## config.mk

```make
export PLATFORM = sky130hd
export DESIGN_NAME = script_source_tokenizer_core
export DESIGN_NICKNAME = d
export VERILOG_FILES = /design/src/rtl/core/sst_pkg.sv /design/src/rtl/core/sst_scan.sv /design/src/rtl/core/sst_emit.sv /design/src/rtl/core/script_source_tokenizer_core.sv
export SDC_FILE = /design/constraint.sdc
export NUM_CORES = 1
export LEC_CHECK = 0
export BUFFER_PORTS_ARGS = -buffer_cell sky130_fd_sc_hd__clkbuf_2
export CORE_ASPECT_RATIO = 1.1
export CORE_MARGIN = 2
export CORE_UTILIZATION = 30
export DETAILED_ROUTE_END_ITERATION = 12
export GPL_TIMING_DRIVEN = 0
export PLACE_DENSITY_LB_ADDON = 0.2
export SLEW_MARGIN = 20
export SYNTH_ARGS = -nofsm -noshare
export SYNTH_HDL_FRONTEND = slang
export SYNTH_HIERARCHICAL = 1
export SYNTH_SLANG_ARGS = --single-unit
```

## constraint.sdc

```tcl
create_clock -name clk -period 49.8 [get_ports clk]
set_input_delay 4.98 -clock clk [delete_from_list [all_inputs] [get_ports clk]]
set_output_delay 4.98 -clock clk [all_outputs]
set_load 0.02 [all_outputs]
```

## src/rtl/core/sst_pkg.sv

```systemverilog
// Package with shared types, constants and the keyword and operator tables of the tokenizer.
`timescale 1ns / 1ps
package sst_pkg;

	localparam int unsigned PositionBitsDefault = 16;
	localparam int unsigned NumKeywords = 25;
	localparam int unsigned MaxRecords = 5;
	localparam int unsigned RecCountBits = 3;

	localparam logic [5:0] KindIdent = 6'd25;
	localparam logic [5:0] KindNumber = 6'd26;
	localparam logic [5:0] KindUnknown = 6'd27;
	localparam logic [5:0] KindString = 6'd28;
	localparam logic [5:0] KindEof = 6'd29;
	localparam logic [5:0] KindNone = 6'd63;

	localparam logic [1:0] ErrNone = 2'd0;
	localparam logic [1:0] ErrUnexpected = 2'd1;
	localparam logic [1:0] ErrUnterminated = 2'd2;

	localparam logic [7:0] ChBackslash = 8'h5C;
	localparam logic [7:0] ChQuote = 8'h22;
	localparam logic [7:0] ChSlash = 8'h2F;
	localparam logic [7:0] ChStar = 8'h2A;
	localparam logic [7:0] ChUnderscore = 8'h5F;
	localparam logic [7:0] ChDot = 8'h2E;
	localparam logic [7:0] ChNewline = 8'h0A;

	typedef enum logic [3:0] {
		MODE_IDLE  = 4'd0,
		MODE_HELD  = 4'd1,
		MODE_WORD  = 4'd2,
		MODE_NUM   = 4'd3,
		MODE_STR   = 4'd4,
		MODE_ESC   = 4'd5,
		MODE_LCOMM = 4'd6,
		MODE_BCOMM = 4'd7,
		MODE_DEAD  = 4'd8
	} scan_mode_t;

	typedef struct packed {
		logic       record_type;
		logic [7:0] lexeme_byte;
		logic [5:0] token_kind;
		logic [15:0] start_line;
		logic [15:0] start_column;
		logic [1:0] error_code;
	} rec_t;

	typedef rec_t [MaxRecords-1:0] rec_list_t;

	// Keyword text, nine bytes each, first byte in the lowest bits.
	function automatic logic [71:0] kw_text(input logic [4:0] k);
		case (k)
			5'd0: kw_text = {48'h0, "rav"};
			5'd1: kw_text = {32'h0, "tsnoc"};
			5'd2: kw_text = {48'h0, "nuf"};
			5'd3: kw_text = {24'h0, "nruter"};
			5'd4: kw_text = {56'h0, "fi"};
			5'd5: kw_text = {40'h0, "esle"};
			5'd6: kw_text = {32'h0, "elihw"};
			5'd7: kw_text = {48'h0, "rof"};
			5'd8: kw_text = {32'h0, "kaerb"};
			5'd9: kw_text = {8'h0, "eunitnoc"};
			5'd10: kw_text = {56'h0, "ni"};
			5'd11: kw_text = {32'h0, "tnirp"};
			5'd12: kw_text = {32'h0, "nwaps"};
			5'd13: kw_text = {16'h0, "yortsed"};
			5'd14: kw_text = {56'h0, "no"};
			5'd15: kw_text = {32'h0, "tneve"};
			5'd16: kw_text = {40'h0, "time"};
			5'd17: kw_text = {8'h0, "tcartnoc"};
			5'd18: kw_text = {24'h0, "yfirev"};
			5'd19: kw_text = {24'h0, "ytitne"};
			5'd20: kw_text = "tnenopmoc";
			5'd21: kw_text = {40'h0, "fles"};
			5'd22: kw_text = {40'h0, "eurt"};
			5'd23: kw_text = {32'h0, "eslaf"};
			5'd24: kw_text = {40'h0, "llun"};
			default: kw_text = '0;
		endcase
	endfunction

	function automatic logic [3:0] kw_len(input logic [4:0] k);
		case (k)
			5'd0, 5'd2, 5'd7: kw_len = 4'd3;
			5'd4, 5'd10, 5'd14: kw_len = 4'd2;
			5'd5, 5'd16, 5'd21, 5'd22, 5'd24: kw_len = 4'd4;
			5'd3, 5'd18, 5'd19: kw_len = 4'd6;
			5'd13: kw_len = 4'd7;
			5'd9, 5'd17: kw_len = 4'd8;
			5'd20: kw_len = 4'd9;
			default: kw_len = 4'd5;
		endcase
	endfunction

	function automatic logic is_digit(input logic [7:0] c);
		is_digit = (c >= "0") && (c <= "9");
	endfunction

	function automatic logic is_alpha(input logic [7:0] c);
		is_alpha = ((c >= "a") && (c <= "z")) || ((c >= "A") && (c <= "Z"));
	endfunction

	function automatic logic is_held_op(input logic [7:0] c);
		case (c)
			"+", "-", "*", "/", "=", "!", "<", ">", "&", "|": is_held_op = 1'b1;
			default: is_held_op = 1'b0;
		endcase
	endfunction

	// Two-character operator kind, KindNone when the pair does not combine.
	function automatic logic [5:0] op_pair(input logic [7:0] h, input logic [7:0] c);
		op_pair = KindNone;
		if (c == "=") begin
			case (h)
				"+": op_pair = 6'd30;
				"-": op_pair = 6'd32;
				"*": op_pair = 6'd35;
				"/": op_pair = 6'd37;
				"=": op_pair = 6'd40;
				"!": op_pair = 6'd42;
				"<": op_pair = 6'd44;
				">": op_pair = 6'd46;
				default: op_pair = KindNone;
			endcase
		end else if (h == "-" && c == ">") begin
			op_pair = 6'd33;
		end else if (h == "&" && c == "&") begin
			op_pair = 6'd48;
		end else if (h == "|" && c == "|") begin
			op_pair = 6'd50;
		end
	endfunction

	function automatic logic [5:0] op_single(input logic [7:0] h);
		case (h)
			"+": op_single = 6'd31;
			"-": op_single = 6'd34;
			"*": op_single = 6'd36;
			"/": op_single = 6'd38;
			"=": op_single = 6'd41;
			"!": op_single = 6'd43;
			"<": op_single = 6'd45;
			">": op_single = 6'd47;
			"&": op_single = 6'd49;
			default: op_single = 6'd51;
		endcase
	endfunction

	function automatic logic [5:0] op_alone(input logic [7:0] c);
		case (c)
			"%": op_alone = 6'd39;
			"(": op_alone = 6'd52;
			")": op_alone = 6'd53;
			"{": op_alone = 6'd54;
			"}": op_alone = 6'd55;
			"[": op_alone = 6'd56;
			"]": op_alone = 6'd57;
			",": op_alone = 6'd58;
			".": op_alone = 6'd59;
			";": op_alone = 6'd60;
			":": op_alone = 6'd61;
			"?": op_alone = 6'd62;
			default: op_alone = KindNone;
		endcase
	endfunction

endpackage

```

## src/rtl/core/sst_scan.sv

```systemverilog
// Scanner: holds the tokenizer state and turns one beat into a list of up to five records.
`timescale 1ns / 1ps
module sst_scan import sst_pkg::*; #(
	parameter int unsigned POSITION_BITS = PositionBitsDefault
) (
	input  logic                    clk,
	input  logic                    arst_n,
	input  logic                    step,
	input  logic [7:0]              src_byte,
	input  logic                    has_byte,
	input  logic                    end_of_source,
	output rec_list_t               recs,
	output logic [RecCountBits-1:0] rec_count
);

	localparam logic [POSITION_BITS-1:0] PosMax = '1;
	localparam logic [POSITION_BITS-1:0] PosOne = POSITION_BITS'(1);

	scan_mode_t                 mode_q, mode_d;
	logic [7:0]                 held_q, held_d;
	logic [NumKeywords-1:0]     cand_q, cand_d;
	logic [3:0]                 wlen_q, wlen_d;
	logic                       star_q, star_d;
	logic [POSITION_BITS-1:0]   line_q, line_d, col_q, col_d, tline_q, tline_d;
	logic [POSITION_BITS-1:0]   tcol_q, tcol_d;

	rec_list_t              r;
	logic [RecCountBits-1:0] n;
	logic                   restart, move, eof;
	logic [5:0]             k, wkind;
	logic [7:0]             b;
	logic [7:0]             kw;

	function automatic rec_t mk_byte(input logic [7:0] v);
		rec_t t;
		t = '0;
		t.lexeme_byte = v;
		return t;
	endfunction

	// The output keeps the low 16 bits of a position.
	function automatic logic [15:0] pos16(input logic [POSITION_BITS-1:0] v);
		return 16'(v);
	endfunction

	always_comb begin
		mode_d = mode_q;
		held_d = held_q;
		cand_d = cand_q;
		wlen_d = wlen_q;
		star_d = star_q;
		line_d = line_q;
		col_d = col_q;
		tline_d = tline_q;
		tcol_d = tcol_q;
		r = '0;
		n = '0;
		restart = 1'b0;
		move = 1'b0;
		eof = 1'b1;
		k = KindNone;
		wkind = KindIdent;
		b = src_byte;
		kw = '0;

		if (has_byte) begin
			case (mode_q)
				MODE_IDLE: restart = 1'b1;
				MODE_HELD: begin
					k = op_pair(held_q, b);
					if (k != KindNone) begin
						r[0] = mk_byte(held_q);
						r[1] = mk_byte(b);
						r[2] = '0;
						r[2].record_type = 1'b1;
						r[2].token_kind = k;
						r[2].start_line = pos16(tline_q);
						r[2].start_column = pos16(tcol_q);
						n = 3'd3;
						mode_d = MODE_IDLE;
						move = 1'b1;
					end else if (held_q == ChSlash && (b == ChSlash || b == ChStar)) begin
						mode_d = (b == ChSlash) ? MODE_LCOMM : MODE_BCOMM;
						star_d = 1'b0;
						move = 1'b1;
					end else begin
						r[0] = mk_byte(held_q);
						r[1].record_type = 1'b1;
						r[1].token_kind = op_single(held_q);
						r[1].start_line = pos16(tline_q);
						r[1].start_column = pos16(tcol_q);
						n = 3'd2;
						mode_d = MODE_IDLE;
						restart = 1'b1;
					end
				end
				MODE_WORD: begin
					if (is_alpha(b) || is_digit(b) || b == ChUnderscore) begin
						for (int i = 0; i < NumKeywords; i++) begin
							kw = 8'(kw_text(5'(i)) >> {wlen_q, 3'b000});
							if (kw_len(5'(i)) <= wlen_q || kw != b)
								cand_d[i] = 1'b0;
						end
						if (wlen_q != 4'd15) wlen_d = wlen_q + 4'd1;
						r[0] = mk_byte(b);
						n = 3'd1;
						move = 1'b1;
					end else begin
						for (int i = NumKeywords - 1; i >= 0; i--)
							if (cand_q[i] && kw_len(5'(i)) == wlen_q) wkind = 6'(i);
						r[0].record_type = 1'b1;
						r[0].token_kind = wkind;
						r[0].start_line = pos16(tline_q);
						r[0].start_column = pos16(tcol_q);
						n = 3'd1;
						cand_d = '1;
						wlen_d = '0;
						mode_d = MODE_IDLE;
						restart = 1'b1;
					end
				end
				MODE_NUM: begin
					if (is_digit(b) || b == ChDot) begin
						r[0] = mk_byte(b);
						n = 3'd1;
						move = 1'b1;
					end else begin
						r[0].record_type = 1'b1;
						r[0].token_kind = KindNumber;
						r[0].start_line = pos16(tline_q);
						r[0].start_column = pos16(tcol_q);
						n = 3'd1;
						mode_d = MODE_IDLE;
						restart = 1'b1;
					end
				end
				MODE_STR: begin
					move = 1'b1;
					if (b == ChQuote) begin
						r[0].record_type = 1'b1;
						r[0].token_kind = KindString;
						r[0].start_line = pos16(tline_q);
						r[0].start_column = pos16(tcol_q);
						n = 3'd1;
						mode_d = MODE_IDLE;
					end else if (b == ChBackslash) begin
						mode_d = MODE_ESC;
					end else begin
						r[0] = mk_byte(b);
						n = 3'd1;
					end
				end
				MODE_ESC: begin
					move = 1'b1;
					mode_d = MODE_STR;
					n = 3'd1;
					case (b)
						"n": r[0] = mk_byte(8'h0A);
						"t": r[0] = mk_byte(8'h09);
						"r": r[0] = mk_byte(8'h0D);
						ChQuote: r[0] = mk_byte(ChQuote);
						ChBackslash: r[0] = mk_byte(ChBackslash);
						default: begin
							r[0] = mk_byte(ChBackslash);
							r[1] = mk_byte(b);
							n = 3'd2;
						end
					endcase
				end
				MODE_LCOMM: begin
					move = 1'b1;
					if (b == ChNewline) mode_d = MODE_IDLE;
				end
				MODE_BCOMM: begin
					move = 1'b1;
					if (star_q && b == ChSlash) begin
						mode_d = MODE_IDLE;
						star_d = 1'b0;
					end else begin
						star_d = (b == ChStar);
					end
				end
				default: ;
			endcase

			if (restart) begin
				move = 1'b1;
				tline_d = line_q;
				tcol_d = col_q;
				k = op_alone(b);
				if (b == " " || b == 8'h09 || b == 8'h0D || b == ChNewline) begin
				end else if (is_digit(b)) begin
					mode_d = MODE_NUM;
					r[n] = mk_byte(b);
					n = n + 3'd1;
				end else if (b == ChQuote) begin
					mode_d = MODE_STR;
				end else if (is_alpha(b) || b == ChUnderscore) begin
					mode_d = MODE_WORD;
					for (int i = 0; i < NumKeywords; i++) begin
						kw = 8'(kw_text(5'(i)));
						cand_d[i] = (kw == b);
					end
					wlen_d = 4'd1;
					r[n] = mk_byte(b);
					n = n + 3'd1;
				end else if (is_held_op(b)) begin
					mode_d = MODE_HELD;
					held_d = b;
				end else begin
					r[n] = mk_byte(b);
					r[n+3'd1].record_type = 1'b1;
					r[n+3'd1].token_kind = (k != KindNone) ? k : KindUnknown;
					r[n+3'd1].start_line = pos16(line_q);
					r[n+3'd1].start_column = pos16(col_q);
					r[n+3'd1].error_code = (k != KindNone) ? ErrNone : ErrUnexpected;
					n = n + 3'd2;
					if (k == KindNone) mode_d = MODE_DEAD;
				end
			end

			if (move) begin
				if (b == ChNewline) begin
					if (line_q != PosMax) line_d = line_q + PosOne;
					col_d = PosOne;
				end else if (col_q != PosMax) begin
					col_d = col_q + PosOne;
				end
			end
		end

		if (end_of_source) begin
			wkind = KindIdent;
			for (int i = NumKeywords - 1; i >= 0; i--)
				if (cand_d[i] && kw_len(5'(i)) == wlen_d) wkind = 6'(i);
			case (mode_d)
				MODE_HELD: begin
					r[n] = mk_byte(held_d);
					r[n+3'd1].record_type = 1'b1;
					r[n+3'd1].token_kind = op_single(held_d);
					r[n+3'd1].start_line = pos16(tline_d);
					r[n+3'd1].start_column = pos16(tcol_d);
					n = n + 3'd2;
				end
				MODE_WORD, MODE_NUM: begin
					r[n].record_type = 1'b1;
					r[n].token_kind = (mode_d == MODE_WORD) ? wkind : KindNumber;
					r[n].start_line = pos16(tline_d);
					r[n].start_column = pos16(tcol_d);
					n = n + 3'd1;
				end
				MODE_ESC, MODE_STR: begin
					if (mode_d == MODE_ESC) begin
						r[n] = mk_byte(ChBackslash);
						n = n + 3'd1;
					end
					r[n].record_type = 1'b1;
					r[n].token_kind = KindUnknown;
					r[n].start_line = pos16(tline_d);
					r[n].start_column = pos16(tcol_d);
					r[n].error_code = ErrUnterminated;
					n = n + 3'd1;
					eof = 1'b0;
				end
				MODE_DEAD: eof = 1'b0;
				default: ;
			endcase
			if (eof) begin
				r[n].record_type = 1'b1;
				r[n].token_kind = KindEof;
				r[n].start_line = pos16(line_d);
				r[n].start_column = pos16(col_d);
				n = n + 3'd1;
			end
			mode_d = MODE_IDLE;
			held_d = '0;
			cand_d = '1;
			wlen_d = '0;
			star_d = 1'b0;
			line_d = PosOne;
			col_d = PosOne;
			tline_d = PosOne;
			tcol_d = PosOne;
		end
		recs = r;
		rec_count = n;
	end

	always_ff @(posedge clk or negedge arst_n) begin
		if (!arst_n) begin
			mode_q <= MODE_IDLE;
			held_q <= '0;
			cand_q <= '1;
			wlen_q <= '0;
			star_q <= 1'b0;
			line_q <= PosOne;
			col_q <= PosOne;
			tline_q <= PosOne;
			tcol_q <= PosOne;
		end else if (step) begin
			mode_q <= mode_d;
			held_q <= held_d;
			cand_q <= cand_d;
			wlen_q <= wlen_d;
			star_q <= star_d;
			line_q <= line_d;
			col_q <= col_d;
			tline_q <= tline_d;
			tcol_q <= tcol_d;
		end
	end

endmodule

```

## src/rtl/core/sst_emit.sv

```systemverilog
// Result register: holds a record list and sends it out one beat at a time.
`timescale 1ns / 1ps
module sst_emit import sst_pkg::*; (
	input  logic                    clk,
	input  logic                    arst_n,
	input  logic                    load,
	input  rec_list_t               recs,
	input  logic [RecCountBits-1:0] rec_count,
	output logic                    busy,
	output logic                    last_beat,
	output rec_t                    cur,
	output logic                    m_valid,
	input  logic                    m_ready
);

	rec_list_t               recs_q;
	logic [RecCountBits-1:0] count_q, idx_q;

	assign busy = (count_q != '0);
	assign m_valid = busy;
	assign cur = recs_q[idx_q];
	assign last_beat = busy && (idx_q + 3'd1 == count_q);

	always_ff @(posedge clk or negedge arst_n) begin
		if (!arst_n) begin
			count_q <= '0;
			idx_q <= '0;
		end else if (load) begin
			count_q <= rec_count;
			idx_q <= '0;
		end else if (m_valid && m_ready) begin
			if (last_beat) count_q <= '0;
			else idx_q <= idx_q + 3'd1;
		end
	end

	always_ff @(posedge clk) begin
		if (load) recs_q <= recs;
	end

endmodule

```

## src/rtl/core/script_source_tokenizer_core.sv

```systemverilog
// Top level of the streaming source tokenizer.
`timescale 1ns / 1ps
// One source byte per input beat; each beat is scanned combinationally into up to five
// records, which leave one per output beat from a result register, as the output
// handshake allows. The next input beat is taken in the cycle the last record of the
// previous one leaves, so a new byte is not taken while records of the last one still
// wait in the single result port.
module script_source_tokenizer_core import sst_pkg::*; #(
	parameter int unsigned POSITION_BITS = PositionBitsDefault
) (
	input  logic        clk,
	input  logic        arst_n,
	input  logic        s_tvalid,
	output logic        s_tready,
	input  logic [7:0]  s_tdata,   // src_byte
	input  logic        s_tuser,   // has_byte
	input  logic        s_tlast,   // end_of_source
	output logic        m_tvalid,
	input  logic        m_tready,
	output logic [47:0] m_tdata,   // lexeme_byte, token_kind, start_line, start_column,
	                               // error_code
	output logic        m_tuser,   // record_type
	output logic        m_tlast    // last_of_run
);

	rec_list_t               recs;
	logic [RecCountBits-1:0] rec_count;
	logic                    busy, last_beat, step, load;
	rec_t                    cur;

	assign s_tready = !busy || (last_beat && m_tready);
	assign step = s_tvalid && s_tready;
	assign load = step && (rec_count != '0);

	sst_scan #(.POSITION_BITS(POSITION_BITS)) u_scan (
		.clk(clk), .arst_n(arst_n), .step(step), .src_byte(s_tdata), .has_byte(s_tuser),
		.end_of_source(s_tlast), .recs(recs), .rec_count(rec_count)
	);

	sst_emit u_emit (
		.clk(clk), .arst_n(arst_n), .load(load), .recs(recs), .rec_count(rec_count),
		.busy(busy), .last_beat(last_beat), .cur(cur), .m_valid(m_tvalid),
		.m_ready(m_tready)
	);

	assign m_tdata = {cur.error_code, cur.start_column, cur.start_line,
		cur.token_kind, cur.lexeme_byte};
	assign m_tuser = cur.record_type;
	assign m_tlast = last_beat;

	// A close record always carries a nonzero start line.
	a_close_line: assert property (@(posedge clk) disable iff (!arst_n)
		m_tvalid && m_tuser |-> m_tdata[29:14] != 16'd0)
		else $error("close record with zero line");

	// Lexeme records carry no kind.
	a_lex_kind: assert property (@(posedge clk) disable iff (!arst_n)
		m_tvalid && !m_tuser |-> m_tdata[13:8] == 6'd0)
		else $error("lexeme record with kind");

	// Input is never taken while a stalled output run still has records left.
	a_no_overrun: assert property (@(posedge clk) disable iff (!arst_n)
		m_tvalid && !m_tready |-> !s_tready)
		else $error("input accepted over stalled output");

endmodule

```

==> qor.txt <==
Run status: complete, no violations
Worst skew pair latency: 0.62 ns
Hold WC Path Type: register to register
Skew final: 0.0435 ns
Pleak: 10.9 nW
Top Ports: 66
Internal power: 1.14 mW
Setup TNS: 0 ns
Max Fclk: 0.0708 GHz
Final setup fails: 0
CP startpoint kind: input pin
Ys async rst share: 31.4%
Die Y-Extent: 327 um
Critical path endpoint category: register
Initial antenna violation count: 5
Psw: 1.32 mW
Final Hold Fails: 0
WHS: 0.490 ns
Setup Crit Path Kind: input pin to register
Pre-antenna DRT Iters: 7
# rows: 118
Global-route wire length before repair: 211 mm
Routed via count: 30,610
Sink Count: 357
Register area share after synthesis: 35.8%
Clock transition at path regs: 0.06 ns
Share of the synthesized area in the top cell type: 25.8%
Total wire length: 148 mm
Netlist cell types: 127
H-tree depth: 2
Crit-path most repeated cell: ha_1
DR iter-0 viols: 4,166
Synth area leaders: edfxtp_1 (26%), dfrtp_1 (7.3%), a21oi_1 (5.0%), mux2i_1 (4.0%), o22ai_1 (3.7%)
Relative slew slack: 12.4%
DRC violations left: 0
Max Root-Sink Buffers: 3
Mapped Area: 0.0285 mm2
Number of synthesis warnings: 6
WP data arrival: 14.44 ns
Reg2reg path depth: 36
Reg power frac: 22.7%
Combinational Power Share: 62.5%
Most frequent cell after synthesis: a21oi_1
NumNets Final: 3,507
Gate Count Post-Synth: 3,340
Hold-fix buffers, CTS: 0
Max IR drop VDD: 43.8 uV
Pins Over Slew Limit: 0
Max cap viols: 0
Clock Power Share: 14.9%
Share of layout cells above drive strength 1: 11.4%
Commonest cells in the netlist: a21oi_1 (283), nand2_1 (267), nor2_1 (266)
Post-synth top flop: edfxtp_1
CP max stage cell: a31oi_1
Post-synth EDFFs: 245
Largest net degree at the start of global routing: 78
Resized cells post-CTS: 0
CTS root buf: clkbuf_16
Number of global-route vias before repair: 28,542
Actual slew at the worst max-slew pin: 1.31 ns
CTS tree: yes
Core area: 0.0942 mm2
Die area: 0.0974 mm2
Syn Nets: 3,379
Crit path largest cell delay: 0.77 ns
Power Density: 76.0 mW/mm2
Crit path time final: 14.13 ns
Post-DP HPWL: 111 mm
Total gr overflow: 0
Synth Area per Inst: 8.53 um2
WL/cell: 31.0 um
Post-DRT Antenna Nets: 0
Max FO, Critical Path: 16
Total global-route track usage: 29.2%
Synth-to-Final Area Change: 13.5%
Hold depth: 2
Switching Share: 53.7%
WP data required: 50.11 ns
Via-to-Cell Ratio: 6.42
RSZ-0062 raised after global routing: false
Port bufs: 63
Final Cycle Share: 28.4%
#FFs+latches synth: 357
Post-CTS Setup Inserts: 0
RePlAce Congestion: 0.998
Initial Utilization: 30.2%
Chip Width: 298 um
Synth area leader: edfxtp_1
Total CTS buffers: 44
layout make-up:
type / instances / area [um2]
Sequential cell: 357 / 10200
Clock buffer: 53 / 1200
Multi-Input combinational cell: 2552 / 16500
Tap cell: 1260 / 1580
Buffer: 322 / 1430
Timing Repair Buffer: 82 / 581
Antenna cell: 3 / 7.51
Fill cell: 10086 / 61900
Clock inverter: 28 / 427
Inverter: 109 / 412
metal layers:
layer	vias up	track usage (%)	share of wire, %
li1	13158	-	-
met1	15023	37.5	40
met2	1936	46.6	45
met3	489	5.03	9.0
met4	4	16.2	6.6
met5	-	0	0.018
layout by cell type (no fill, tap or decap), drive strengths merged, types with 25 or more instances in the layout:
| cell type | n |
|---|---|
| o221ai | 42 |
| a21oi | 287 |
| nor2 | 271 |
| dfstp | 29 |
| xnor2 | 58 |
| a221oi | 88 |
| a22o | 51 |
| dfrtp | 83 |
| ha | 25 |
| a211oi | 59 |
| a22oi | 80 |
| and2 | 28 |
| o21a | 47 |
| o22ai | 167 |
| buf | 153 |
| edfxtp | 245 |
| nand2 | 269 |
| nand2b | 39 |
| nor4 | 30 |
| clkbuf | 304 |
| nand3 | 111 |
| nand4 | 37 |
| inv | 114 |
| xor2 | 27 |
| a31oi | 42 |
| o31ai | 30 |
| o21ai | 205 |
| mux2i | 113 |
| nor3 | 77 |
| and3 | 30 |
sequential cells by signal, summed over array words and instances (netlist names):
register	cells
u_emit/recs_q	245
u_scan/cand_q	25
u_scan/col_q	16
u_scan/line_q	16
u_scan/tcol_q	16
u_scan/tline_q	16
u_scan/held_q	8
u_scan/mode_q	4
u_scan/wlen_q	4
u_emit/count_q	3
u_emit/idx_q	3
u_scan/star_q	1
kinds of logic (layout without fill, tap and decap cells):
| group | Yosys count | after routing | synth area share, % |
|---|---|---|---|
| other | 1 | 4 | 0.0132 |
| AO/OA/AOI/OAI | 1307 | 1307 | 31.7 |
| XOR/XNOR | 86 | 86 | 2.70 |
| buffers and inverters | 431 | 594 | 6.45 |
| flip-flops | 357 | 357 | 35.8 |
| AND/OR/NAND/NOR | 1013 | 1013 | 18.0 |
| adder cells (fa/ha/maj) | 25 | 25 | 1.10 |
| multiplexers | 120 | 120 | 4.30 |
power groups by stage:
stage               registers (mW)  clock network (mW)  logic (mW)
global route                 0.566               0.383        1.60
CTS                          0.555               0.371        1.49
detailed placement           0.560                   0        1.48
finish                       0.557               0.365        1.54
floorplan                    0.579                   0       0.891
global placement             0.616                   0        1.46
per-stage QoR:
stage,util [%],setup slack (ns),instances,cell area (um2),power (mW)
floorplan,-,29.03,3340,28500,1.47
global placement,32.2,22.33,4663,30400,2.07
detailed placement,32.6,35.43,4682,30700,2.04
CTS,34.3,36.05,4763,32300,2.41
global route,34.3,35.24,4763,32300,2.55
finish,34.3,35.67,4766,32300,2.46
worst max-delay path: cells and delay by family:
kind / cells / cell delay, ns
buffers and inverters: 14 / 3.15
muxes: 1 / 0.17
and+or+nand+nor: 9 / 2.43
AOI/OAI and AO/OA: 10 / 2.62
adders and majority gates: 4 / 1.05
final timing paths:
check / startpoint / end / slack [ns]
setup / recovery: s_tdata[1] / u_emit/recs_q[120] / 35.67
hold / removal: u_scan/star_q / u_scan/star_q / 0.49
setup reg to reg: u_scan/held_q[2] / u_emit/recs_q[120] / 40.51
hold reg to reg: u_scan/star_q / u_scan/star_q / 0.49
max in group asynchronous: arst_n / u_scan/cand_q[5] / 44.58
min in group asynchronous: arst_n / u_scan/col_q[2] / 4.34
No activity file was read; power rests on OpenSTA's default activity.
